--- src/hw/rtl/cpid_pkg.sv ---
// Shared types and constants for the clamped PID sample step block.
// Used by cpid_front, cpid_back and the top level; depends on nothing else.
`default_nettype none

package cpid_pkg;

  // Default fixed-point format and sample width.
  localparam int unsigned FracBitsDef   = 16;
  localparam int unsigned SampleBitsDef = 8;

  // Fixed field widths.
  localparam int unsigned RefW      = 8;
  localparam int unsigned GainW     = 32;
  localparam int unsigned DriveW    = 8;
  localparam int unsigned CfgIdxW   = 2;
  localparam int unsigned CfgDataW  = 32;

  // Saturation level of the integer part, in sample units.
  localparam int unsigned ClampInt  = 255;

  // Queue depths (powers of two).
  localparam int unsigned MidDepth  = 4;
  localparam int unsigned OutDepth  = 8;

  // Register reset values.
  localparam logic [RefW-1:0]         RefLevelRst = 8'd128;
  localparam logic signed [GainW-1:0] KpGainRst   = 32'sd65536;
  localparam logic signed [GainW-1:0] KiGainRst   = 32'sd819;
  localparam logic signed [GainW-1:0] KdGainRst   = 32'sd0;

  // Configuration register indexes.
  typedef enum logic [CfgIdxW-1:0] {
    REG_REF_LEVEL    = 2'd0,
    REG_KP_GAIN      = 2'd1,
    REG_KI_STEP_GAIN = 2'd2,
    REG_KD_RATE_GAIN = 2'd3
  } cfg_reg_e;

  // Gain set handed from the register file to the datapath.
  typedef struct packed {
    logic signed [GainW-1:0] kp;
    logic signed [GainW-1:0] ki;
    logic signed [GainW-1:0] kd;
  } gains_t;

endpackage

`default_nettype wire

--- src/hw/rtl/cpid_fifo.sv ---
// Small first-in first-out queue built from a register array.
// Depends on nothing; DEPTH must be a power of two.
`default_nettype none

module cpid_fifo #(
  parameter int unsigned WIDTH = 8,
  parameter int unsigned DEPTH = 4
) (
  input  wire logic             clk_i,
  input  wire logic             rst_ni,
  input  wire logic             push_i,
  input  wire logic [WIDTH-1:0] wdata_i,
  output logic                  full_o,
  input  wire logic             pop_i,
  output logic [WIDTH-1:0]      rdata_o,
  output logic                  empty_o
);

  localparam int unsigned AW = (DEPTH > 1) ? $clog2(DEPTH) : 1;

  logic [WIDTH-1:0] mem_q [DEPTH];
  logic [AW-1:0]    wptr_q, rptr_q;
  logic [AW:0]      count_q, count_d;
  logic             do_push, do_pop;

  assign full_o  = (count_q == (AW+1)'(DEPTH));
  assign empty_o = (count_q == '0);
  assign do_push = push_i && !full_o;
  assign do_pop  = pop_i && !empty_o;
  assign rdata_o = mem_q[rptr_q];

  // Occupancy follows pushes and pops.
  always_comb begin
    count_d = count_q;
    if (do_push && !do_pop) begin
      count_d = count_q + (AW+1)'(1);
    end else if (do_pop && !do_push) begin
      count_d = count_q - (AW+1)'(1);
    end
  end

  // Pointers and occupancy.
  always_ff @(posedge clk_i or negedge rst_ni) begin
    if (!rst_ni) begin
      wptr_q  <= '0;
      rptr_q  <= '0;
      count_q <= '0;
    end else begin
      if (do_push) begin
        wptr_q <= wptr_q + AW'(1);
      end
      if (do_pop) begin
        rptr_q <= rptr_q + AW'(1);
      end
      count_q <= count_d;
    end
  end

  // Storage holds payload only, so it needs no reset.
  always_ff @(posedge clk_i) begin
    if (do_push) begin
      mem_q[wptr_q] <= wdata_i;
    end
  end

endmodule

`default_nettype wire

--- src/hw/rtl/cpid_front.sv ---
// Front end: accepts samples, forms the signed error against the setpoint
// and queues it for the datapath. Depends on cpid_pkg and cpid_fifo.
`default_nettype none

module cpid_front #(
  parameter int unsigned SAMPLE_BITS = cpid_pkg::SampleBitsDef,
  localparam int unsigned ErrW       = SAMPLE_BITS + 1
) (
  input  wire logic                          clk_i,
  input  wire logic                          rst_ni,
  input  wire logic                          push,
  output logic                               full,
  input  wire logic [SAMPLE_BITS-1:0]        sample_i,
  input  wire logic [cpid_pkg::RefW-1:0]     ref_level_i,
  output logic signed [ErrW-1:0]             err_o,
  output logic                               err_valid_o,
  input  wire logic                          err_pop_i
);

  logic [ErrW-1:0] ref_ext, smp_ext, err_new, err_raw;
  logic            q_empty;

  // Error is setpoint minus sample, one bit wider to carry the sign.
  assign ref_ext = ErrW'(ref_level_i);
  assign smp_ext = ErrW'(sample_i);
  assign err_new = ref_ext - smp_ext;

  // Queue between front and back lets each side stall on its own.
  cpid_fifo #(
    .WIDTH(ErrW),
    .DEPTH(cpid_pkg::MidDepth)
  ) u_err_q (
    .clk_i  (clk_i),
    .rst_ni (rst_ni),
    .push_i (push),
    .wdata_i(err_new),
    .full_o (full),
    .pop_i  (err_pop_i),
    .rdata_o(err_raw),
    .empty_o(q_empty)
  );

  assign err_o       = $signed(err_raw);
  assign err_valid_o = !q_empty;

endmodule

`default_nettype wire

--- src/hw/rtl/cpid_back.sv ---
// Back end: gain products, clamped integral and derivative update, output
// sum and saturation, then the result queue. Depends on cpid_pkg, cpid_fifo.
`default_nettype none

module cpid_back #(
  parameter int unsigned FRAC_BITS   = cpid_pkg::FracBitsDef,
  parameter int unsigned SAMPLE_BITS = cpid_pkg::SampleBitsDef,
  localparam int unsigned ErrW       = SAMPLE_BITS + 1
) (
  input  wire logic                        clk_i,
  input  wire logic                        rst_ni,
  input  wire cpid_pkg::gains_t            gains_i,
  input  wire logic signed [ErrW-1:0]      err_i,
  input  wire logic                        err_valid_i,
  output logic                             err_pop_o,
  input  wire logic                        pop,
  output logic                             empty,
  output logic [cpid_pkg::DriveW-1:0]      drive_o
);

  // State word holds +/-255 in the fixed-point format with headroom.
  localparam int unsigned StW   = FRAC_BITS + 10;
  localparam int unsigned ProdW = ErrW + cpid_pkg::GainW;
  localparam int unsigned AccW  = ProdW + 1;
  localparam int unsigned SumW  = ProdW + 2;
  localparam int unsigned StSW  = StW + 1;
  localparam int unsigned CrW   = $clog2(cpid_pkg::OutDepth + 1);

  localparam longint Lim    = longint'(cpid_pkg::ClampInt) << FRAC_BITS;
  localparam longint SatTop = longint'(cpid_pkg::ClampInt + 1) << FRAC_BITS;

  localparam logic signed [AccW-1:0] LimAccP = AccW'(Lim);
  localparam logic signed [AccW-1:0] LimAccN = AccW'(-Lim);
  localparam logic signed [ProdW-1:0] LimPrP = ProdW'(Lim);
  localparam logic signed [ProdW-1:0] LimPrN = ProdW'(-Lim);
  localparam logic signed [StSW-1:0] LimStP  = StSW'(Lim);
  localparam logic signed [StSW-1:0] LimStN  = StSW'(-Lim);
  localparam logic signed [StW-1:0]  LimP    = StW'(Lim);
  localparam logic signed [StW-1:0]  LimN    = StW'(-Lim);
  localparam logic signed [SumW-1:0] SatSum  = SumW'(SatTop);

  // Credit count: items in the pipeline plus items in the result queue.
  logic [CrW-1:0] reserved_q, reserved_d;
  logic           issue, out_pop;

  assign issue     = err_valid_i && (reserved_q < CrW'(cpid_pkg::OutDepth));
  assign err_pop_o = issue;
  assign out_pop   = pop && !empty;

  always_comb begin
    reserved_d = reserved_q;
    if (issue && !out_pop) begin
      reserved_d = reserved_q + CrW'(1);
    end else if (out_pop && !issue) begin
      reserved_d = reserved_q - CrW'(1);
    end
  end

  // Stage valids and state registers.
  logic v1_q, v2_q, v3_q;
  logic signed [StW-1:0] iprev_q, iprev_d, dprev_q, dprev_d;

  always_ff @(posedge clk_i or negedge rst_ni) begin
    if (!rst_ni) begin
      reserved_q <= '0;
      v1_q       <= 1'b0;
      v2_q       <= 1'b0;
      v3_q       <= 1'b0;
      iprev_q    <= '0;
      dprev_q    <= '0;
    end else begin
      reserved_q <= reserved_d;
      v1_q       <= issue;
      v2_q       <= v1_q;
      v3_q       <= v2_q;
      iprev_q    <= iprev_d;
      dprev_q    <= dprev_d;
    end
  end

  // Stage 1: the three gain products.
  logic signed [ProdW-1:0] pkp1_q, pki1_q, pkd1_q;

  always_ff @(posedge clk_i) begin
    if (issue) begin
      pkp1_q <= err_i * gains_i.kp;
      pki1_q <= err_i * gains_i.ki;
      pkd1_q <= err_i * gains_i.kd;
    end
  end

  // Stage 2: new integral and derivative, clamped; state updates here.
  logic signed [AccW-1:0] iacc;
  logic signed [StW-1:0]  ival, d1val;

  always_comb begin
    iacc = AccW'(pki1_q) + AccW'(iprev_q);
    if (iacc > LimAccP) begin
      ival = LimP;
    end else if (iacc < LimAccN) begin
      ival = LimN;
    end else begin
      ival = StW'(iacc);
    end
    if (pkd1_q > LimPrP) begin
      d1val = LimP;
    end else if (pkd1_q < LimPrN) begin
      d1val = LimN;
    end else begin
      d1val = StW'(pkd1_q);
    end
    iprev_d = iprev_q;
    dprev_d = dprev_q;
    if (v1_q) begin
      iprev_d = ival;
      dprev_d = d1val;
    end
  end

  logic signed [ProdW-1:0] pkp2_q;
  logic signed [StW-1:0]   i2_q, iold2_q, d12_q, dold2_q;

  always_ff @(posedge clk_i) begin
    if (v1_q) begin
      pkp2_q  <= pkp1_q;
      i2_q    <= ival;
      iold2_q <= iprev_q;
      d12_q   <= d1val;
      dold2_q <= dprev_q;
    end
  end

  // Stage 3: trapezoid integral term and derivative difference, clamped.
  logic signed [StSW-1:0] isum, ddiff;
  logic signed [StW-1:0]  iterm, dterm;

  always_comb begin
    isum  = StSW'(i2_q) + StSW'(iold2_q);
    ddiff = StSW'(d12_q) - StSW'(dold2_q);
    if (isum > LimStP) begin
      iterm = LimP;
    end else if (isum < LimStN) begin
      iterm = LimN;
    end else begin
      iterm = StW'(isum);
    end
    if (ddiff > LimStP) begin
      dterm = LimP;
    end else if (ddiff < LimStN) begin
      dterm = LimN;
    end else begin
      dterm = StW'(ddiff);
    end
  end

  logic signed [ProdW-1:0] pkp3_q;
  logic signed [StW-1:0]   iterm3_q, dterm3_q;

  always_ff @(posedge clk_i) begin
    if (v2_q) begin
      pkp3_q   <= pkp2_q;
      iterm3_q <= iterm;
      dterm3_q <= dterm;
    end
  end

  // Stage 4: full sum, then saturate to the unsigned drive range.
  logic signed [SumW-1:0]       sum;
  logic [cpid_pkg::DriveW-1:0]  drive_new;

  always_comb begin
    sum = SumW'(pkp3_q) + SumW'(iterm3_q) + SumW'(dterm3_q);
    if (sum <= SumW'(0)) begin
      drive_new = '0;
    end else if (sum >= SatSum) begin
      drive_new = cpid_pkg::DriveW'(cpid_pkg::ClampInt);
    end else begin
      drive_new = sum[FRAC_BITS +: cpid_pkg::DriveW];
    end
  end

  // Result queue; credits guarantee it never overflows.
  logic out_full;
  logic unused_full;

  assign unused_full = out_full;

  cpid_fifo #(
    .WIDTH(cpid_pkg::DriveW),
    .DEPTH(cpid_pkg::OutDepth)
  ) u_out_q (
    .clk_i  (clk_i),
    .rst_ni (rst_ni),
    .push_i (v3_q),
    .wdata_i(drive_new),
    .full_o (out_full),
    .pop_i  (pop),
    .rdata_o(drive_o),
    .empty_o(empty)
  );

endmodule

`default_nettype wire

--- src/hw/rtl/clamped_pid_sample_step.sv ---
// Top level of the clamped PID sample step: register file, front end
// and back end. Depends on cpid_pkg, cpid_front and cpid_back.
`default_nettype none

// One measured sample in, one 8-bit drive value out, in order. The block
// sustains one item per clock while results are popped and the queues do not
// fill: the front end forms the error and queues it, and the back end runs
// a four-stage pipeline (gain products, integral and derivative update,
// clamped terms, sum and saturation). The state update closes in a single
// stage, so consecutive samples never wait on each other. Results wait in
// an eight-entry queue, and the back end stops drawing errors only when
// that queue and the pipeline together hold eight items.
// Registers are written over the cfg channel, which is always ready; write
// them only while no item is in flight. Indexes: 0 setpoint, 1 kp,
// 2 ki*T/2, 3 kd/T, gains in signed fixed point with FRAC_BITS fraction bits.
module clamped_pid_sample_step #(
  parameter int unsigned FRAC_BITS   = cpid_pkg::FracBitsDef,
  parameter int unsigned SAMPLE_BITS = cpid_pkg::SampleBitsDef
) (
  input  wire logic                            clk_i,
  input  wire logic                            rst_ni,
  input  wire logic                            push,
  output logic                                 full,
  input  wire logic [SAMPLE_BITS-1:0]          sample_i,
  output logic                                 empty,
  input  wire logic                            pop,
  output logic [cpid_pkg::DriveW-1:0]          drive_o,
  input  wire logic                            cfg_valid_i,
  output logic                                 cfg_ready_o,
  input  wire logic [cpid_pkg::CfgIdxW-1:0]    cfg_index_i,
  input  wire logic [cpid_pkg::CfgDataW-1:0]   cfg_data_i
);

  localparam int unsigned ErrW = SAMPLE_BITS + 1;

  logic [cpid_pkg::RefW-1:0] ref_level_q;
  cpid_pkg::gains_t          gains_q;
  logic                      cfg_we;

  assign cfg_ready_o = 1'b1;
  assign cfg_we      = cfg_valid_i && cfg_ready_o;

  // Configuration registers.
  always_ff @(posedge clk_i or negedge rst_ni) begin
    if (!rst_ni) begin
      ref_level_q <= cpid_pkg::RefLevelRst;
      gains_q.kp  <= cpid_pkg::KpGainRst;
      gains_q.ki  <= cpid_pkg::KiGainRst;
      gains_q.kd  <= cpid_pkg::KdGainRst;
    end else if (cfg_we) begin
      case (cpid_pkg::cfg_reg_e'(cfg_index_i))
        cpid_pkg::REG_REF_LEVEL: begin
          ref_level_q <= cfg_data_i[cpid_pkg::RefW-1:0];
        end
        cpid_pkg::REG_KP_GAIN: begin
          gains_q.kp <= $signed(cfg_data_i);
        end
        cpid_pkg::REG_KI_STEP_GAIN: begin
          gains_q.ki <= $signed(cfg_data_i);
        end
        cpid_pkg::REG_KD_RATE_GAIN: begin
          gains_q.kd <= $signed(cfg_data_i);
        end
        default: begin
        end
      endcase
    end
  end

  logic signed [ErrW-1:0] err;
  logic                   err_valid;
  logic                   err_pop;

  // Front end: error formation and the decoupling queue.
  cpid_front #(
    .SAMPLE_BITS(SAMPLE_BITS)
  ) u_front (
    .clk_i      (clk_i),
    .rst_ni     (rst_ni),
    .push       (push),
    .full       (full),
    .sample_i   (sample_i),
    .ref_level_i(ref_level_q),
    .err_o      (err),
    .err_valid_o(err_valid),
    .err_pop_i  (err_pop)
  );

  // Back end: controller arithmetic and the result queue.
  cpid_back #(
    .FRAC_BITS  (FRAC_BITS),
    .SAMPLE_BITS(SAMPLE_BITS)
  ) u_back (
    .clk_i      (clk_i),
    .rst_ni     (rst_ni),
    .gains_i    (gains_q),
    .err_i      (err),
    .err_valid_i(err_valid),
    .err_pop_o  (err_pop),
    .pop        (pop),
    .empty      (empty),
    .drive_o    (drive_o)
  );

endmodule

`default_nettype wire

--- config.mk ---
export PLATFORM = sky130hd
export DESIGN_NAME = clamped_pid_sample_step
export DESIGN_NICKNAME = d
export VERILOG_FILES = /design/src/hw/rtl/cpid_pkg.sv /design/src/hw/rtl/cpid_fifo.sv /design/src/hw/rtl/cpid_front.sv /design/src/hw/rtl/cpid_back.sv /design/src/hw/rtl/clamped_pid_sample_step.sv
export SDC_FILE = /design/constraint.sdc
export NUM_CORES = 2
export LEC_CHECK = 0
export ABC_AREA = 1
export BUFFER_PORTS_ARGS = -buffer_cell sky130_fd_sc_hd__buf_4
export CAP_MARGIN = 20
export CORE_UTILIZATION = 65
export DETAILED_ROUTE_END_ITERATION = 10
export PLACE_DENSITY_LB_ADDON = 0.3
export REMOVE_ABC_BUFFERS = 1
export SYNTH_ARGS = -nofsm -noshare
export SYNTH_HDL_FRONTEND = slang
export SYNTH_SLANG_ARGS = --single-unit
export TNS_END_PERCENT = 100
--- constraint.sdc ---
create_clock -name clk_i -period 18.06 [get_ports clk_i]
set_clock_uncertainty 0.2 [all_clocks]
set_input_delay 0.903 -clock clk_i [delete_from_list [all_inputs] [get_ports clk_i]]
set_output_delay 0.903 -clock clk_i [all_outputs]
set_load 0.1 [all_outputs]
==> flow_summary_export.csv <==
group,metric,value,unit
run_status,outcome,"finished, final reports clean",
global_route,grt_usage,35.19,%
synthesis,synth-edff-count,461,
final_layout,synthToLayoutAreaGrowth,6.903,%
global_route,grt_max_degree,87,
synthesis,synth_top_cells_by_area,"fa_1 (24%), edfxtp_1 (23%), nand2_1 (9.4%)",
synthesis,syn_inst,6923,
hold_path,worstHoldPathType,"in2async",
synthesis,yosysSeqAreaShare,30.06,%
final_layout,fin_nets,8126,
floorplan,ioPinCount,58,
sta,maxSlewViolCount,0,
global_route,grt_pass1_vias,47930,
synthesis,syn_avg_cell_area,8.820,µm²
synthesis,ys.flop_type,"edfxtp_1",
clock_tree,clk_pin_slew,0.06,ns
worst_setup_path,endpoint,"u_back.pkd1_q[37]$_DFFE_PP_",
place,routabilityCongestion,1.027,
floorplan,rows,112,
floorplan,die_h,308.5,µm
place,place_inst,8108,
sta,setup_viol,0,
sta,finalCriticalPeriod,8.535,ns
final_layout,instances_no_fill,8245,
worst_setup_path,r2r_start,"u_front.u_err_q.rptr_q[0]$_DFFE_PN0P_",
route,dr.pass1.iters,6,
floorplan,start_util,65.52,%
sta,hold_violations,0,
synthesis,synth.most_common_cell,"nand2_1",
sta,max_slew_margin,30.44,%
clock_tree,postCtsResizedCells,0,
place,port-buffer-count,56,
global_route,grt_overflow,0,
final_layout,drive_gt1_share,5.036,%
worst_setup_path,critPathArrivalTime,8.73,ns
route,drc,0,
floorplan,core-area,93190,µm²
synthesis,synth_top_area_share,24.33,%
synthesis,synth_warnings,0,
clock_tree,ctsLongestPathBuffers,3,
global_route,antenna_found_initial,3,
route,wl,163.1,mm
clock_tree,cts_setup_buffers,0,
route,routedWlPerCell,19.78,µm
sta,worst_slew_pin_slew,1.043,ns
clock_tree,clk_root_buffer_cell,"clkbuf_16",
floorplan,die_w,308.5,µm
clock_tree,htree_levels,3,
place,hpwl,128.7,mm
run,cap_violations,0,
worst_setup_path,startpoint,"u_front.u_err_q.rptr_q[0]$_DFFE_PN0P_",
route,via_per_inst,5.800,
worst_setup_path,required,18.26,ns
synthesis,ys_seq_elements,641,
route,first_iter_violations,4399,
worst_setup_path,crit_path_end_kind,"flop",
worst_setup_path,critPathLaunchType,"flop",
worst_setup_path,reg2reg_to,"u_back.pkd1_q[37]$_DFFE_PP_",
sta,fmax,117.2,MHz
final_layout,fillers,7129,
synthesis,synth_common_cells,"nand2_1 (1,523), inv_1 (1,057), nor2_1 (984)",
clock_tree,clock-sinks,641,
synthesis,yosysUniqueCellTypes,67,
sta,finalCritPeriodShare,47.26,%
route,drtAntennaViolNets,0,
synthesis,syn_area,61060,µm²
clock_tree,clk_latency,0.66,ns
worst_setup_path,path_class,"reg2reg",
route,num_vias,47820,
clock_tree,ctsHoldBuffers,0,
worst_setup_path,path_max_fanout,52,
synthesis,yosysTopAreaCell,"fa_1",
synthesis,ys_async_sr_fraction,28.08,%
sta,setup_tns,0,ns
sta,rsz0062_at_grt,"no",
floorplan,fp.dieArea,95170,µm²
global_route,grt_pass1_wl,258.3,mm
worst_setup_path,ff2ff_setup_slack,9.53,ns
clock_tree,cts_buffers,72,
worst_setup_path,reg2reg_depth,25,
clock_tree,cts_tree,"done",
how the worst min path moves through the flow:
stage / start / end / slack [ns] / depth (start not counted)
finish: rst_ni / gains_q[18]$_DFFE_PN0P_ / 0.01 / 1
global route: rst_ni / gains_q[18]$_DFFE_PN0P_ / 0.06 / 1
CTS: rst_ni / gains_q[18]$_DFFE_PN0P_ / 0.03 / 1
detailed placement: u_back.pkp1_q[4]$_DFFE_PP_ / u_back.pkp2_q[4]$_DFFE_PP_ / 0.20 / 0
global placement: u_back.pkp2_q[13]$_DFFE_PP_ / u_back.pkp3_q[13]$_DFFE_PP_ / 0.20 / 0
floorplan: u_back.pkp1_q[0]$_DFFE_PP_ / u_back.pkp2_q[0]$_DFFE_PP_ / 0.20 / 0
layout by cell type, fill, tap and decap left out, types with 7 or more instances in the layout:
cell type,count
nor2_2,40
nand4_1,61
fa_1,742
a21oi_2,7
nand2_1,1517
a21oi_1,292
nand2_2,16
clkbuf_16,75
edfxtp_1,461
o21ai_0,264
nor3_1,53
o21ai_1,13
dfrtp_1,170
o22ai_1,9
a31oi_1,44
nor2_1,984
a21boi_0,10
o21a_1,14
o21bai_1,14
clkbuf_8,8
nand3_1,217
inv_1,1057
nand3b_1,26
clkinv_1,13
ha_1,407
o211ai_1,9
a21o_1,18
mux2_2,17
inv_2,10
bufinv_16,8
xnor2_1,74
nor4_1,18
xor2_1,117
dfstp_2,8
clkinv_2,13
nand2_4,10
nand3_2,10
buf_4,77
worst max-delay path: stages, from the launching register on:
cell and delay (ns):
dfrtp_1 0.77, clkinv_1 0.62, nand2_1 0.18, nand3_1 0.12, nand2_4 0.52, inv_1 0.55, nand2_1 0.21, fa_1 0.49
fa_1 0.56, inv_1 0.05, fa_1 0.50, fa_1 0.45, fa_1 0.49, ha_1 0.38, a21oi_1 0.22, nand2_1 0.12
a21oi_1 0.29, o21ai_1 0.15, a21boi_1 0.30, o21ai_0 0.22, a21boi_1 0.33, o21ai_1 0.16, nand3_1 0.12, nand2_1 0.07
nand2_1 0.08, nand2_1 0.06
registers in the layout, summed over array words and instances, names as in the netlist, 36 cells and up:
signal and cells:
gains_q 96, u_back.u_out_q.mem_q 64, u_back.pkd1_q 41, u_back.pki1_q 41
u_back.pkp3_q 41, u_back.pkp2_q 41, u_front.u_err_q.mem_q 36, u_back.pkp1_q 41
metal layers:
layer / GRT usage [%] / wire length [µm] / vias to the layer above
met5: 0 / 0 / -
met2: 55.82 / 75050 / 2170
met1: 47.97 / 66630 / 23240
met3: 5.477 / 13390 / 417
li1: - / - / 21990
met4: 16.26 / 8011 / 0
per-stage QoR:
| step | setup WS [ns] | util [%] | hold slack [ns] | cell area, µm² |
|---|---|---|---|---|
| after CTS | 9.718 | 69.99 | 0.02921 | 65230 |
| after floorplan | 8.479 | - | 0.2003 | 60450 |
| after detailed placement | 9.784 | 67.27 | 0.2045 | 62690 |
| after global placement | 10.03 | 67.27 | 0.2002 | 62690 |
| final | 9.525 | 70.05 | 0.01335 | 65280 |
| after global routing | 9.126 | 70.05 | 0.06305 | 65280 |
layout make-up:
class / count / area, µm² / share of cell area [%]
diodes: 1 / 2.502 / 0.003833
clock buffers: 87 / 1992 / 3.051
clock inverters: 47 / 544.3 / 0.8338
inverters: 1075 / 4035 / 6.181
multi-input cells: 5060 / 38130 / 58.41
flip-flops and latches: 641 / 18370 / 28.13
well taps: 1254 / 1569 / 2.404
repair buffers: 80 / 639.4 / 0.9795
kinds of logic (layout without fill, tap and decap cells):
logic type,Yosys count,after routing,synth area share [%]
AO/OA/AOI/OAI,730,730,6.707
XOR/XNOR,195,195,2.865
adder cells (fa/ha/maj),1149,1149,32.67
buffers and inverters,1222,1289,7.614
flip-flops,641,641,30.06
multiplexers,17,17,0.3135
other,1,2,0.006141
AND/OR/NAND/NOR,2968,2968,19.77
Power is not shown: default switching activity piles up to over one toggle a cycle in this logic, so the estimate is an artifact.
